**config.mk**
```make
export PLATFORM = sky130hd
export DESIGN_NAME = dhc_div
export DESIGN_NICKNAME = d
export VERILOG_FILES = /design/src/hdl/depth_histogram_colorizer_macros.svh /design/src/hdl/dhc_pkg.sv /design/src/hdl/dhc_div.sv
export SDC_FILE = /design/constraint.sdc
export NUM_CORES = 1
export LEC_CHECK = 0
export BUFFER_PORTS_ARGS = -buffer_cell sky130_fd_sc_hd__buf_2
export CORE_MARGIN = 2
export CORE_UTILIZATION = 55
export CTS_CLUSTER_SIZE = 30
export DETAILED_ROUTE_END_ITERATION = 10
export PLACE_DENSITY_LB_ADDON = 0.08
export SLEW_MARGIN = 20
export SYNTH_ARGS = -nofsm -noshare
export SYNTH_HDL_FRONTEND = slang
export SYNTH_SLANG_ARGS = --single-unit
```
**constraint.sdc**
```tcl
create_clock -name clk_i -period 3.55 [get_ports clk_i]
set_input_delay 0 -clock clk_i [delete_from_list [all_inputs] [get_ports clk_i]]
set_output_delay 0 -clock clk_i [all_outputs]
set_load 0.01 [all_outputs]
```
**src/hdl/depth_histogram_colorizer_macros.svh**
```systemverilog
// Assertion macros for the depth histogram colorizer.
`ifndef DEPTH_HISTOGRAM_COLORIZER_MACROS_SVH
`define DEPTH_HISTOGRAM_COLORIZER_MACROS_SVH
`ifndef NO_ASSERTIONS
`define DHC_ASSERT_NOW(lbl, clk, rst_n, ante, cons) \
  lbl: assert property (@(posedge clk) disable iff (!rst_n) (ante) |-> (cons)) \
    else $error("assertion failed");
`define DHC_ASSERT_NXT(lbl, clk, rst_n, ante, cons) \
  lbl: assert property (@(posedge clk) disable iff (!rst_n) (ante) |=> (cons)) \
    else $error("assertion failed");
`else
`define DHC_ASSERT_NOW(lbl, clk, rst_n, ante, cons)
`define DHC_ASSERT_NXT(lbl, clk, rst_n, ante, cons)
`endif
`endif

```
**src/hdl/dhc_pkg.sv**
```systemverilog
// ----------------------------------------------------------------------------
// dhc_pkg
// Shared constants, palette table and divider request type.
// ----------------------------------------------------------------------------
package dhc_pkg;

  localparam int unsigned HistBins    = 65536;
  localparam int unsigned CountBits   = 20;
  localparam int unsigned PaletteSize = 10;
  localparam int unsigned Div10Mul    = 52429;
  localparam int unsigned Div10Shift  = 19;

  typedef struct packed {
    logic        start;
    logic [23:0] color;
  } div_req_t;

  function automatic logic [23:0] palette(input logic [3:0] idx);
    logic [23:0] c;
    case (idx)
      4'd0:    c = 24'd16777215;
      4'd1:    c = 24'd14565387;
      4'd2:    c = 24'd32255;
      4'd3:    c = 24'd7996159;
      4'd4:    c = 24'd16530175;
      4'd5:    c = 24'd8373026;
      4'd6:    c = 24'd14590399;
      4'd7:    c = 24'd7062435;
      4'd8:    c = 24'd13951499;
      4'd9:    c = 24'd55807;
      default: c = 24'd0;
    endcase
    return c;
  endfunction

endpackage

```
**src/hdl/dhc_div.sv**
```systemverilog
// ----------------------------------------------------------------------------
// dhc_div
// Three-lane restoring divider: floor(byte * num / den) for each color byte.
// ----------------------------------------------------------------------------
module dhc_div #(
  parameter int unsigned CountBits = dhc_pkg::CountBits
) (
  input  logic                  clk_i,
  input  logic                  rst_ni,
  input  dhc_pkg::div_req_t     req_i,
  input  logic [CountBits-1:0]  num_i,
  input  logic [CountBits-1:0]  den_i,
  output logic                  done_o,
  output logic [23:0]           rgb_o
);

  localparam int unsigned DW = CountBits + 8;
  localparam int unsigned CW = $clog2(DW + 1);

  logic [DW-1:0]        dq_q  [3];
  logic [CountBits-1:0] rem_q [3];
  logic [CountBits-1:0] den_q;
  logic [CW-1:0]        cnt_q;
  logic                 busy_q;
  logic                 done_q;

  always_ff @(posedge clk_i or negedge rst_ni) begin
    if (!rst_ni) begin
      busy_q <= 1'b0;
      done_q <= 1'b0;
      cnt_q  <= '0;
    end else begin
      done_q <= 1'b0;
      if (req_i.start) begin
        busy_q <= 1'b1;
        cnt_q  <= '0;
      end else if (busy_q) begin
        if (cnt_q == CW'(DW - 1)) begin
          busy_q <= 1'b0;
          done_q <= 1'b1;
        end
        cnt_q <= cnt_q + CW'(1);
      end
    end
  end

  for (genvar j = 0; j < 3; j++) begin : g_lane
    logic [CountBits:0] sh;
    logic               ge;
    logic [CountBits:0] diff;

    assign sh   = {rem_q[j], dq_q[j][DW-1]};
    assign ge   = sh >= {1'b0, den_q};
    assign diff = sh - {1'b0, den_q};

    always_ff @(posedge clk_i) begin
      if (req_i.start) begin
        dq_q[j]  <= DW'(req_i.color[8*j +: 8]) * DW'(num_i);
        rem_q[j] <= '0;
      end else if (busy_q) begin
        rem_q[j] <= ge ? diff[CountBits-1:0] : sh[CountBits-1:0];
        dq_q[j]  <= {dq_q[j][DW-2:0], ge};
      end
    end

    assign rgb_o[8*j +: 8] = dq_q[j][7:0];
  end

  always_ff @(posedge clk_i) begin
    if (req_i.start) begin
      den_q <= den_i;
    end
  end

  assign done_o = done_q;

endmodule

```
# Word-level counts from Yosys, hierarchy flattened
# Memories as Yosys holds them, arrays and structs flattened.
# Cells that the tools add are included.
# totals
word_cells	46
ram_bits	144
register_bits	27
latchBits	0
mem_count	2
out_inout_bits	25
in_bits	67
romBits	0
# classes
n_mul	3
n_reduce_logical	1
n_addsub	4
shifts	0
muxes	22
n_bitwise	6
eq_ne	1
div_mod_pow	0
order_cmp	3
# memory_table
name	depth	width	read_ports	rd_ports_with_merged_regs	write_ports	line_no	text
dq_q	3	28	3	0	3	dhc_div.sv:20	logic [DW-1:0] dq_q [3];
rem_q	3	20	3	0	3	dhc_div.sv:21	logic [CountBits-1:0] rem_q [3];
# op_table
op	n
$mux 20	6
$mul 8x20->28	3
$mux 28	3
$ge 21x20->1	3
$sub 20x20->20	3
$mux 1	11
$mux 5	2
$or 1x1->1	6
$add 5x1->5 const B	1
$eq 5x5->1 const B	1
$reduce_bool 2->1	1

# Depth between registers and ports, before layout
# logic_depth
word_depth	4
depth_mapped	20
ltp_nobuf	19

# Least setup slack after synthesis
# Ideal clock, no wire load.
# synth_path
path_kind	input-to-reg
start	input port req_i[15] in the netlist's numbering
end	memory dq_q[1][24] in the netlist's numbering, data pin
path_buffers	1
stages	18
path_slack_ps	-1095
required_time_ps	3287
setup_ps	263
arrival_time_ps	4382
path_cell_list	clkbuf_1 > and2_1 > fa_1 > fa_1 > fa_1 > inv_1 > fa_1 > inv_1 > ha_1 > a21o_1 > a21oi_1 > o21ai_0 > a211oi_1 > nor2b_1 > a41o_1 > a21oi_1 > xor2_1 > o21ai_1
# synth_lines
element	line_no	text
start, declared	dhc_div.sv:10	input dhc_pkg::div_req_t req_i,
end, declared	dhc_div.sv:20	

==> impl_metrics.yaml <==
status:
  status: "complete, but fails checks"
  violations: "setup timing"
finish:
  nNetsFinal: 3663
  layout-drive-gt1-share_pct: 25.3
  syn2layout_area_growth_pct: 25.9
  fin_util_pct: 69.9
  fin_area_um2: 31600
  stdcell_count: 3678
worst_setup_path:
  crit_path_cell_trace: "buf_12 -> buf_6 -> and2_4 -> fa_1 -> fa_1 -> fa_1 -> inv_1 -> fa_1 -> inv_2 -> ha_4 -> or2_4 -> or2_4 -> o21ai_4 -> o21ai_2 -> a211o_1 -> o21ai_2 -> o21ai_2 -> xnor2_1 -> a21oi_1"
  slowest_delay_ns: 0.53
  cp_slowest_cell: "fa_1"
  crit_top_cell: "fa_1"
  cp.required_ns: 3.75
  startpoint_type: "primary input"
  crit_arrival_ns: 4.31
  end_kind: "flip-flop"
  worstPathMaxFanout: 5
  path_class: "in -> reg"
global_route:
  grt_pass1_wl_um: 105000
  grt_max_degree: 63
  globalRouteOverflowTotal: 0
  grt_pass1_vias: 21400
  antenna_found_initial: 1
  gr-usage-all-layers_pct: 27.6
synth:
  async_reset_ff_share_pct: 4.09
  seq_area_frac_synth_pct: 20.3
  synth.cell_area_um2: 25100
  syn_nets: 3295
  synth_edf_count: 164
  post-synth-top-count-cell: "inv_1"
  synth_commonest_cells: "inv_1, and2_1, fa_1, nand2_1, ha_1"
  yosysWarnings: 0
  ys_types: 78
  synth.ff_latch_count: 171
  synth_top_area_share_pct: 26.1
  synth_area_per_cell_um2: 9.30
  synth_area_leader_cell: "fa_1"
  synth_top_flop_cell: "edfxtp_1"
  synth.area.top_cells: "fa_1, edfxtp_1, ha_1"
  syn_inst: 2696
route:
  drt_iter0_drc: 1053
  drc: 0
  wl_per_cell_um: 17.3
  via_count: 20000
  via_per_inst: 5.44
  drtAntennaViolNets: 0
  dr.pass1.iters: 6
  drt-total-wl_um: 63700
floorplanning:
  die_h_um: 217
  row_count: 78
  die_x_um: 217
  dieArea_um2: 47300
  coreArea_um2: 45200
  ioPinCount: 92
  initial_core_util_pct: 55.5
sta:
  hold_viol_final: 0
  rsz0062_at_grt: "yes"
  fin_worst_skew_ns: 0.00993
  fin_ws_ns: -0.558
  maxSlewViolCount: 0
  setup_viol: 48
  fmax_mhz: 243
  worstMarginPinSlew_ns: 0.983
  period_minus_slack_ns: 4.11
  holdWs_ns: 0.0786
  period_share_pct: 116
  tns_ns: -16.64
  slew_headroom_pct: 34.4
cts:
  clk_latency_ns: 0.47
  cts_tree: "done"
  clkTransAtPathRegs_ns: 0.07
  clock_path_buffers: 2
  cts-root-buf: "clkbuf_16"
  numClockSinks: 171
  numCtsBuffers: 17
  htree_num_levels: 4
pwr:
  powerDensity_nw_per_um2: 772
  p_leak_uw: 0.0154
  ir_worst_vdd_mv: 0.557
place:
  numPortBuffers: 91
  place.gp.congestion: 0.885
  dpl.hpwl_um: 48800
  dp.cells: 3559
  postPlaceCellArea_um2: 28800
flow_run:
  cap_violations: 0
worst_hold_path:
  min_path_type: "in -> reg"
[per-layer routing]
metal | track usage [%] | up-vias | routed length, µm
met5 | 0 | - | 0
met4 | 9.52 | 0 | 2130
met2 | 49.5 | 391 | 32400
met1 | 34.7 | 10000 | 27100
li1 | - | 9486 | -
met3 | 2.80 | 110 | 2030
[path summary, 6_finish.rpt]
path | startpoint | to | slack (ns) | cells past startpoint
setup / recovery | req_i[3] | dq_q[0][27] | -0.56 | 19
hold / removal | num_i[0] | dq_q[1][0] | 0.08 | 4
setup reg to reg | den_q[1] | rem_q[1][9] | 0.12 | 12
hold reg to reg | dq_q[2][21] | dq_q[2][22] | 0.54 | 2
max in group asynchronous | rst_ni | cnt_q[4] | 2.82 | 3
min in group asynchronous | rst_ni | busy_q | 0.48 | 3
[timing repair]
| action | in CTS | in global routing |
|---|---|---|
| gates cloned | 4 | 6 |
| hold buffers | 22 | 0 |
| hold endpoints to repair | 27 | 0 |
| pin swaps | 162 | 141 |
| gates resized for setup | 209 | 126 |
| setup buffers | 43 | 22 |
| endpoints found under the setup margin | 51 | 61 |
[cells in the final DEF (no fill, tap or decap), drive strengths merged, types with 59 or more instances in the layout]
cell type  Yosys  layout
and2         346     346
ha           205     205
a21oi        114     114
inv          369     375
xnor2         59      59
nor2         143     143
nand2        254     254
a21o          60      60
buf           33     474
edfxtp       164     164
o21ai         92      92
fa           327     327
[sequential cells by signal, summed over array words and instances, names as in the netlist]
register  flops
dq_q         84
done_o        1
cnt_q         5
den_q        20
busy_q        1
rem_q        60
[critical path, delay by kind of cell]
family,cells,cell delay [ns]
compound gates,6,1.04
fa+ha+maj,5,2.11
buf+inv,4,0.33
simple gates,3,0.64
xor+xnor,1,0.17
[layout make-up]
type / instances / area (µm²)
fillers: 3395 / 13600
flip-flops and latches: 171 / 5100
multi-input cells: 2003 / 19200
well taps: 600 / 751
clock buffers: 17 / 425
clock inverters: 15 / 184
repair buffers: 502 / 4550
diodes: 1 / 2.50
inverters: 369 / 1390
[metrics by stage]
stage,total power (µW),worst slack (ns)
after floorplan,14900,-0.779
after global placement,19500,-1.28
after detailed placement,19900,-1.29
after CTS,23300,-0.586
after global routing,26500,-0.724
final,24400,-0.558
[logic make-up after synthesis]
group | after synthesis | share of synthesized area, %
xor gates and xnor gates | 107 | 3.74
adders and majority gates | 532 | 36.3
buffers and inverters | 522 | 8.31
muxes | 44 | 1.76
and+or+nand+nor | 910 | 18.8
AOI/OAI and AO/OA | 410 | 10.7
DFF | 171 | 20.3
[where the power goes]
group          internal [µW]  switching, µW
clock                   1120            908
combinational           9560           9140
sequential              3280            370
(Power assumes the default switching activity.)
